**src/sv/gll_pkg.sv**
```systemverilog
// Shared types and constants for the GIF LZW pixel decoder.
package gll_pkg;

  localparam int MAX_CODE_BITS_DEF = 12;
  localparam int BUF_W             = 24;
  localparam int HELD_W            = 5;

  typedef enum logic [1:0] {
    CMD_START = 2'd0,
    CMD_FEED  = 2'd1,
    CMD_FETCH = 2'd2,
    CMD_END   = 2'd3
  } cmd_t;

  typedef enum logic [2:0] {
    ST_PIXEL   = 3'd0,
    ST_NEED    = 3'd1,
    ST_TAKEN   = 3'd2,
    ST_FULL    = 3'd3,
    ST_ENDCODE = 3'd4,
    ST_ENDDATA = 3'd5,
    ST_ERROR   = 3'd6
  } status_t;

  typedef struct packed {
    cmd_t       cmd;
    logic [7:0] data_byte;
  } item_t;

  typedef enum logic [4:0] {
    S_IDLE     = 5'b00001,
    S_FIRST    = 5'b00010,
    S_POP      = 5'b00100,
    S_WALK_RD  = 5'b01000,
    S_WALK_USE = 5'b10000
  } state_t;

endpackage

```
**src/sv/gll_front.sv**
```systemverilog
// Input side: decodes the request kind and queues items for the decoder core.
module gll_front import gll_pkg::*; (
  input  logic       clk,
  input  logic       rst_n,
  input  logic       in_valid,
  output logic       in_ready,
  input  logic [1:0] in_kind,
  input  logic [7:0] in_byte,
  output logic       q_valid,
  input  logic       q_ready,
  output item_t      q_item
);

  item_t      q_r [2];
  logic       wp_r, wp_nxt, rp_r, rp_nxt;
  logic [1:0] cnt_r, cnt_nxt;
  item_t      item;
  logic       push, pop;

  always_comb begin
    case (in_kind)
      CMD_START: item.cmd = CMD_START;
      CMD_FEED:  item.cmd = CMD_FEED;
      CMD_FETCH: item.cmd = CMD_FETCH;
      default:   item.cmd = CMD_END;
    endcase
    item.data_byte = in_byte;
  end

  assign in_ready = (cnt_r != 2'd2);
  assign q_valid  = (cnt_r != 2'd0);
  assign q_item   = q_r[rp_r];
  assign push     = in_valid && in_ready;
  assign pop      = q_valid && q_ready;

  always_comb begin
    wp_nxt  = push ? ~wp_r : wp_r;
    rp_nxt  = pop ? ~rp_r : rp_r;
    cnt_nxt = cnt_r + {1'b0, push} - {1'b0, pop};
  end

  always_ff @(posedge clk) begin
    if (!rst_n) begin
      wp_r  <= 1'b0;
      rp_r  <= 1'b0;
      cnt_r <= 2'd0;
    end else begin
      wp_r  <= wp_nxt;
      rp_r  <= rp_nxt;
      cnt_r <= cnt_nxt;
    end
    if (push) begin
      q_r[wp_r] <= item;
    end
  end

endmodule

```
**config.mk**
```make
export PLATFORM = sky130hd
export DESIGN_NAME = gll_front
export DESIGN_NICKNAME = d
export VERILOG_FILES = /design/src/sv/gll_pkg.sv /design/src/sv/gll_front.sv
export SDC_FILE = /design/constraint.sdc
export NUM_CORES = 1
export LEC_CHECK = 0
export ABC_CLOCK_PERIOD_IN_PS = 2900
export BUFFER_PORTS_ARGS = -buffer_cell sky130_fd_sc_hd__buf_4
export CAP_MARGIN = 20
export CELL_PAD_IN_SITES_DETAIL_PLACEMENT = 1
export CELL_PAD_IN_SITES_GLOBAL_PLACEMENT = 1
export CORE_MARGIN = 2
export CORE_UTILIZATION = 46
export CTS_BUF_LIST = sky130_fd_sc_hd__clkbuf_4 sky130_fd_sc_hd__clkbuf_8
export DETAILED_ROUTE_END_ITERATION = 7
export PLACE_DENSITY = 0.86
export SYNTH_ARGS = -nofsm -noshare
export SYNTH_HDL_FRONTEND = slang
export SYNTH_SLANG_ARGS = --single-unit
export TNS_END_PERCENT = 100
```
**constraint.sdc**
```tcl
create_clock -name clk -period 2.9 [get_ports clk]
set_input_delay 0.145 -clock clk [delete_from_list [all_inputs] [get_ports clk]]
set_output_delay 0.145 -clock clk [all_outputs]
set_load 0.05 [all_outputs]
```
==> Yosys cells after proc, flatten, opt, wreduce, memory -nomap -nowiden <==
Memory sizes are Yosys's and may differ from the RTL's. A register that Yosys moved wholly into a read port is not among the register bits.
Index checks and enable logic that the tools add are counted.
{ "op_classes": {"n_reduce_logical": 4, "muxes": 5, "bitwise": 2, "addsub": 2, "eq_ne": 3} }
{ "ops": {"columns": ["op", "count"], "rows": [
  ["$pmux W2 S3", 1],
  ["$mux W1", 4],
  ["$add A2 B1 Y2", 1],
  ["$eq A2 B1 Y1 const B", 1],
  ["$eq A2 B2 Y1 const B", 1],
  ["$logic_and A1 B1 Y1", 2],
  ["$logic_not A2 Y1", 1],
  ["$ne A2 B2 Y1 const B", 1],
  ["$not A1 Y1", 2],
  ["$reduce_bool A2 Y1", 1],
  ["$sub A2 B1 Y2", 1]
]} }
{ "totals": {"ff_bits": 4, "memories": 1, "mem_bits_rw": 20, "word_cells": 20} }
{ "mem_list": {"columns": ["name", "words", "word_bits", "rd", "rd_ports_with_merged_regs", "wr", "line", "rtl"], "rows": [
  ["q_r", 2, 10, 1, 1, 1, "gll_front.sv:14", "item_t q_r [2];"]
]} }

==> Logic depth before layout (Yosys ltp) <==
Gate-level depths: netlist of the first run.
{ "logic_depth": {"depth_word": 4, "ltp_mapped": 8, "depth_no_buf": 8} }

==> Worst setup path before layout of the first run <==
OpenSTA, ideal clock, no wires.
{ "synth_path": {"kind": "register to register", "from": "reg cnt_r[0]", "to": "reg cnt_r[1]", "setup_slack_ps": 914, "arrival_ps": 1871, "stages_incl_launch_ff": 9, "synth_period_minus_slack_ps": 1986, "path_buffers": 0, "cell_sequence": "dfxtp_1 nand2b_1 nand2_1 ha_1 inv_1 ha_1 xnor2_1 xnor2_1 and2_1"} }
{ "synth_via": {"elab_chain_len": 4} }
{ "synth_rtl": {"columns": ["element", "line", "rtl"], "rows": [
  ["start: declaration", "gll_front.sv:16", "logic [1:0] cnt_r, cnt_nxt;"],
  ["start signal: assignment", "gll_front.sv:50", "cnt_r <= cnt_nxt;"],
  ["$ne A2 B2 Y1", "gll_front.sv:30", "assign in_ready = (cnt_r != 2'd2);"],
  ["net in_ready", "gll_front.sv:6", "output logic in_ready,"],
  ["$logic_and A1 B1 Y1", "gll_front.sv:33", "assign push = in_valid && in_ready;"],
  ["$add A2 B1 Y2", "gll_front.sv:39", "cnt_nxt = cnt_r + {1'b0, push} - {1'b0, pop};"],
  ["$sub A2 B1 Y2", "gll_front.sv:39", null]
]} }
The timed path passes the listed nets, and every way through them passes these cells.
A chain may end at the register's enable or synchronous reset.

==> Final worst setup path of the first run <==
{ "layout_path": {"from": "reg cnt_r[0]", "to": "mem q_r[0][1] (netlist bit) (enable)"} }
{ "layout_via": {"elab_chain_len": 4} }
{ "layout_rtl": {"columns": ["element", "line", "rtl"], "rows": [
  ["$ne A2 B2 Y1", "gll_front.sv:30", null],
  ["$logic_and A1 B1 Y1", "gll_front.sv:33", null],
  ["$mux W1", "gll_front.sv:52", "if (push) begin"],
  ["$mux W1 (implied by the code)", "gll_front.sv:53", "q_r[wp_r] <= item;"],
  ["end: declaration", "gll_front.sv:14", null]
]} }
No other way between the ends.

==> flow_metrics.env, run 1 <==
export IMPL_finalClockSkew_ns=0.00573
export IMPL_nets=109
export IMPL_start_util=0.490
export IMPL_grt_pass1_vias=533
export IMPL_synth_cell_types=17
export IMPL_gp_congestion=0.686
export IMPL_min_from="in_byte[2]"
export IMPL_diodes=0
export IMPL_clock_latency_ns=0.31
export IMPL_synthFlopType="edfxtp_1"
export IMPL_cts_made_buffers=3
export IMPL_die_x_um=49.7
export IMPL_wl_per_cell_um=14.8
export IMPL_die_y_um=49.7
export IMPL_cts_buffer_depth=2
export IMPL_htreeDepth=1
export IMPL_placed_cells=106
export IMPL_p_per_area_nw_per_um2=886
export IMPL_critPathSlowestCell="nor2_1"
export IMPL_status="finished clean"
export IMPL_clk_pin_slew_worst_paths_ns=0.13
export IMPL_hold_class="input port to flop"
export IMPL_yosysMostFrequentCell="edfxtp_1"
export IMPL_fin_area_um2=1290
export IMPL_cts_tree="built"
export IMPL_synth_avg_cell_area_um2=16.9
export IMPL_grt_setup_unrepaired="no"
export IMPL_n_fill_cell=207
export IMPL_yosys_top_cells_count="edfxtp_1 (20), mux2_2 (10), dfxtp_1 (5), xnor2_1 (3)"
export IMPL_path_buf_inv=0
export IMPL_ys_warn_count=0
export IMPL_boundaryPins=26
export IMPL_critical_path_depth=3
export IMPL_grt_pass1_wl_mm=2.59
export IMPL_antenna_found_initial=0
export IMPL_post_place_ws_ns=1.13
export IMPL_grt_max_degree=14
export IMPL_slowest_delay_ns=0.69
export IMPL_stdcell_count=119
export IMPL_cp_startpoint="cnt_r[0]"
export IMPL_period_minus_slack_ns=1.74
export IMPL_place_area_um2=1170
export IMPL_dieArea_um2=2470
export IMPL_cp_data_required_time_ns=2.85
export IMPL_hold_viol=0
export IMPL_critPathLaunchType="flop"
export IMPL_synthCells=57
export IMPL_ir_drop_mv=0.531
export IMPL_drtAntennaViolNets=0
export IMPL_timing_critical_path_arrival_ns=1.68
export IMPL_critPathTopFamily="simple AND/OR/NAND/NOR gates"
export IMPL_firstDrtPassIters=4
export IMPL_drc_errors=0
export IMPL_synth_top_area_cell="edfxtp_1"
export IMPL_finalCritPeriodShare=0.600
export IMPL_worst_pin_slew_ns=0.877
export IMPL_synth_top_area_frac=0.625
export IMPL_async_flop_share=0
export IMPL_max_freq_mhz=575
export IMPL_final_max_slew_viol_count=0
export IMPL_timing_max_cap_violations=0
export IMPL_synth_seq_cells=25
export IMPL_rows=16
export IMPL_fin_ws_ns=1.16
export IMPL_synthesis_area_um2=961
export IMPL_hpwl_mm=1.24
export IMPL_yosysSeqAreaShare=0.729
export IMPL_area_growth_pct=34.2
export IMPL_hold_ws_ns=0.0191
export IMPL_avgViaCountPerCell=4.69
export IMPL_cp_end_kind="flop"
export IMPL_hold_depth=1
export IMPL_post_cts_resized=0
export IMPL_initialDrtViolationCount=5
export IMPL_fin_setup_tns_ns=0
export IMPL_layout_drive_gt1_share=0.446
export IMPL_cts_sinks=25
export IMPL_yosys_top_cells_area="edfxtp_1 (63%), mux2_2 (12%), dfxtp_1 (10%)"
export IMPL_crit_chain="nand2b_1 -> nand2_1 -> nor2_1"
export IMPL_leakage_nw=0.508
export IMPL_relSlewSlack=0.413
export IMPL_vias=558
export IMPL_syn_num_nets=73
export IMPL_fp_coreArea_um2=1960
export IMPL_drt_wl_total_mm=1.76
export IMPL_worstReg2RegStart="cnt_r[0]"
export IMPL_critPathMaxFanout=10
export IMPL_crit_type="flop to flop"
export IMPL_r2r_cells=3
export IMPL_synth_edf_count=20
export IMPL_cts_root_buffer="clkbuf_4"
export IMPL_grt_util_all_layers=0.152
export IMPL_setup_viol=0
export IMPL_numPortBuffers=25
export IMPL_grt_overflow=0
[per-stage QoR]
step,utilization,power (W)
after floorplan,-,0.000851
after global placement,0.596,0.000971
after detailed placement,0.596,0.000990
after CTS,0.612,0.00115
after global routing,0.658,0.00120
final,0.658,0.00114
[cell type report]
cell class,instances,area (um^2),area share
clock buffer,4,30.0,0.0233
timing repair buffer,34,278,0.215
inverter,1,3.75,0.00291
multi-input combinational,28,244,0.189
tap,27,33.8,0.0262
sequential,25,701,0.543
[final timing paths]
path / endpoint / slack, ns
min reg2reg: wp_r / 0.54
min: q_r[0][2] / 0.02
max: q_r[0][1] / 1.16
max reg2reg: q_r[0][1] / 1.16
[placed cells by master (no fill, tap or decap), types with 3 or more instances in the layout]
| master | n |
|---|---|
| dfxtp_1 | 5 |
| buf_4 | 25 |
| clkbuf_4 | 4 |
| xnor2_1 | 3 |
| dlygate4sd3_1 | 9 |
| edfxtp_1 | 20 |
| mux2_2 | 10 |
[routing by layer]
layer | up-vias | part of all wire | global-route usage
met5 | - | 0 | 0
met4 | 0 | 0.011 | 0.0833
met3 | 2 | 0.041 | 0.0394
met2 | 16 | 0.56 | 0.276
met1 | 268 | 0.39 | 0.158
li1 | 272 | - | -
[what timing repair did]
action                                 in CTS  in global routing
buffers inserted                            0                  0
endpoints found under the hold margin       0                 18
hold buffers                                0                  9
[state kept, by name, indices dropped and copies added (netlist names), named ones only]
register / flops
q_r: 20
cnt_r: 2
rp_r: 1
wp_r: 1
[report_power, final]
part	internal (W)	total [W]	switching, W
Combinational	0.000186	0.000490	0.000304
Sequential	0.000456	0.000496	0.0000408
Clock	0.0000630	0.000157	0.0000940
Total	0.000704	0.00114	0.000439
[cell families after synthesis]
family          after synthesis  share of synthesized area
compound gates                1                    0.00912
xor+xnor                      3                     0.0273
fa+ha+maj                     2                     0.0260
buf+inv                       4                     0.0169
flops                        25                      0.729
mux                          11                      0.128
simple gates                 11                     0.0638
Note: power is estimated with default switching activity, not from simulation.
==> inputs of run 2 (changes only) <==
--- a/config.mk
+++ b/config.mk
@@ -5,16 +5,16 @@
 export SDC_FILE = /design/constraint.sdc
 export NUM_CORES = 1
 export LEC_CHECK = 0
-export ABC_CLOCK_PERIOD_IN_PS = 2900
+export ABC_CLOCK_PERIOD_IN_PS = 1600
 export BUFFER_PORTS_ARGS = -buffer_cell sky130_fd_sc_hd__buf_4
 export CAP_MARGIN = 20
 export CELL_PAD_IN_SITES_DETAIL_PLACEMENT = 1
 export CELL_PAD_IN_SITES_GLOBAL_PLACEMENT = 1
 export CORE_MARGIN = 2
-export CORE_UTILIZATION = 46
+export CORE_UTILIZATION = 43
 export CTS_BUF_LIST = sky130_fd_sc_hd__clkbuf_4 sky130_fd_sc_hd__clkbuf_8
 export DETAILED_ROUTE_END_ITERATION = 7
-export PLACE_DENSITY = 0.86
+export PLACE_DENSITY = 0.82
 export SYNTH_ARGS = -nofsm -noshare
 export SYNTH_HDL_FRONTEND = slang
 export SYNTH_SLANG_ARGS = --single-unit
==> constraint.sdc (replaced) <==
create_clock -name clk -period 1.6 [get_ports clk]
set_input_delay 0.08 -clock clk [delete_from_list [all_inputs] [get_ports clk]]
set_output_delay 0.08 -clock clk [all_outputs]
set_load 0.05 [all_outputs]
==> run 2 against run 1 <==
Against the previous run: largest power group is now combinational cells; largest cell class unchanged; flip-flop and latch count stayed put; combinational power is 110% higher; sequential power is 88% higher; non-clock buffer count is 5 higher; clock power is 86% higher; critical path type unchanged; routed wire length is 12% higher; the run now ends with setup timing left; cell count is 5.0% higher.
==> flow_metrics.env, run 2 (synthesis gave the netlist of run 1 again) <==
export IMPL_status="finished, violations left"
export IMPL_violations="setup timing"
export IMPL_mostFrequentLayoutCell="buf_4"
export IMPL_final_seq_area_um2=709
export IMPL_cts_root_buffer="clkbuf_4"
export IMPL_min_from="rst_n"
export IMPL_numPortBuffers=25
export IMPL_wl_per_cell_um=15.8
export IMPL_power_switching_w=0.000874
export IMPL_fp_coreArea_um2=2170
export IMPL_ir_drop_mv=1.46
export IMPL_cts_made_buffers=3
export IMPL_crit_type="flop to flop"
export IMPL_reg_top3="q_r x20, cnt_r x2"
export IMPL_finalCritPeriodShare=1.00
export IMPL_hold_ws_ns=0.0101
export IMPL_post_place_ws_ns=-0.0398
export IMPL_firstDrtPassIters=3
export IMPL_p_per_area_nw_per_um2=1620
export IMPL_timing_critical_path_arrival_ns=1.87
export IMPL_cts_sinks=25
export IMPL_grt_pass1_vias=601
export IMPL_gp_congestion=0.629
export IMPL_initialDrtViolationCount=6
export IMPL_n_fill_cell=223
export IMPL_clock_latency_ns=0.32
export IMPL_comb_power_share=0.459
export IMPL_grt_pass1_wl_mm=2.67
export IMPL_diodes=0
export IMPL_relSlewSlack=0.677
export IMPL_pwr_share_seq=0.412
export IMPL_total_power_w=0.00226
export IMPL_drtAntennaViolNets=0
export IMPL_multi_input_area_um2=298
export IMPL_hpwl_mm=1.15
export IMPL_drc_errors=0
export IMPL_die_y_um=51.3
export IMPL_leakage_nw=0.540
export IMPL_final_max_slew_viol_count=0
export IMPL_cp_end_kind="flop"
export IMPL_power_frac_clock=0.129
export IMPL_final_cell_mix="buf_4 (29), edfxtp_1 (20), mux2_2 (10), dlygate4sd3_1 (10), clkbuf_4 (4)"
export IMPL_worst_pin_slew_ns=0.485
export IMPL_die_x_um=51.3
export IMPL_fin_ws_ns=-0.00726
export IMPL_setup_viol=1
export IMPL_vias=584
export IMPL_layout_drive_gt1_share=0.557
export IMPL_period_minus_slack_ns=1.61
export IMPL_largest_reg_flops=20
export IMPL_finalClockSkew_ns=0.00858
export IMPL_internal_power_w=0.00139
export IMPL_cts_buffer_depth=2
export IMPL_boundaryPins=26
export IMPL_critPathLaunchType="flop"
export IMPL_start_util=0.443
export IMPL_max_freq_mhz=622
export IMPL_grt_max_degree=14
export IMPL_dieArea_um2=2630
export IMPL_timing_max_cap_violations=0
export IMPL_htreeDepth=1
export IMPL_area_growth_pct=45.1
export IMPL_worstReg2RegStart="cnt_r[0]"
export IMPL_drt_wl_total_mm=1.97
export IMPL_antenna_found_initial=0
export IMPL_grt_setup_unrepaired="yes"
export IMPL_hold_class="input port to flop"
export IMPL_grt_overflow=0
export IMPL_critPathMaxFanout=4
export IMPL_grt_util_all_layers=0.148
export IMPL_stdcell_count=125
export IMPL_cts_tree="built"
export IMPL_p_sw_frac=0.386
export IMPL_rows=17
export IMPL_cp_startpoint="cnt_r[0]"
export IMPL_regMostFlops="q_r"
export IMPL_nets=114
export IMPL_cp_data_required_time_ns=1.86
export IMPL_avgViaCountPerCell=4.67
export IMPL_hold_viol=0
export IMPL_clk_pin_slew_worst_paths_ns=0.13
export IMPL_placed_cells=109
-- run 2: area by class of cell --
class,instances,area share
Clock buffer,4,0.0215
Inverter,1,0.00269
Multi-Input combinational cell,28,0.214
Sequential cell,25,0.509
Tap cell,28,0.0251
Timing Repair Buffer,39,0.228
-- run 2: routing by layer --
metal | up-vias | GRT usage | wire (um)
li1 | 283 | - | -
met1 | 283 | 0.154 | 774
met2 | 14 | 0.273 | 1070
met3 | 4 | 0.0263 | 63
met4 | 0 | 0.0921 | 59
met5 | - | 0 | 0
-- run 2: final timing paths --
| check | to | depth (start not counted) | slack, ns |
|---|---|---|---|
| worst max-delay path | cnt_r[1] | 8 | -0.007 |
| worst min-delay path | cnt_r[0] | 2 | 0.01 |
| worst max register to register | cnt_r[1] | 8 | -0.007 |
| worst min register to register | wp_r | 2 | 0.53 |
-- run 2: worst max-delay path, cell delays in order, from the launching register on --
cell      delay, ns
dfxtp_4        0.39
nand2b_4       0.15
nand2_4        0.07
ha_4           0.26
inv_2          0.04
ha_4           0.15
xnor2_2        0.18
xnor2_1        0.15
and2_1         0.17
-- run 2: timing repair --
action,CTS,global route
hold endpoints to repair,20,0
hold buffers,10,0
pin swaps,0,6
gates cloned,0,0
endpoints found under the setup margin,11,1
resized for setup,2,8
buffers inserted,0,2
-- run 2: through the flow --
stage | utilization | TNS [ns] | area, um^2
CTS | 0.615 | -0.0264 | 1340
detailed placement | 0.554 | -0.0398 | 1200
finish | 0.642 | -0.00726 | 1390
global route | 0.642 | -0.0798 | 1390
floorplan | - | 0 | 977
global placement | 0.554 | 0 | 1200
-- run 2: power groups by stage --
stage / Combinational, W / Sequential [W] / Clock, W
3_5_place_dp: 0.000906 / 0.000926 / 0
3_3_place_gp: 0.000887 / 0.000919 / 0
5_1_grt: 0.00109 / 0.000946 / 0.000321
2_1_floorplan: 0.000691 / 0.000879 / 0
4_1_cts: 0.000928 / 0.000917 / 0.000291
6_report: 0.00104 / 0.000931 / 0.000292
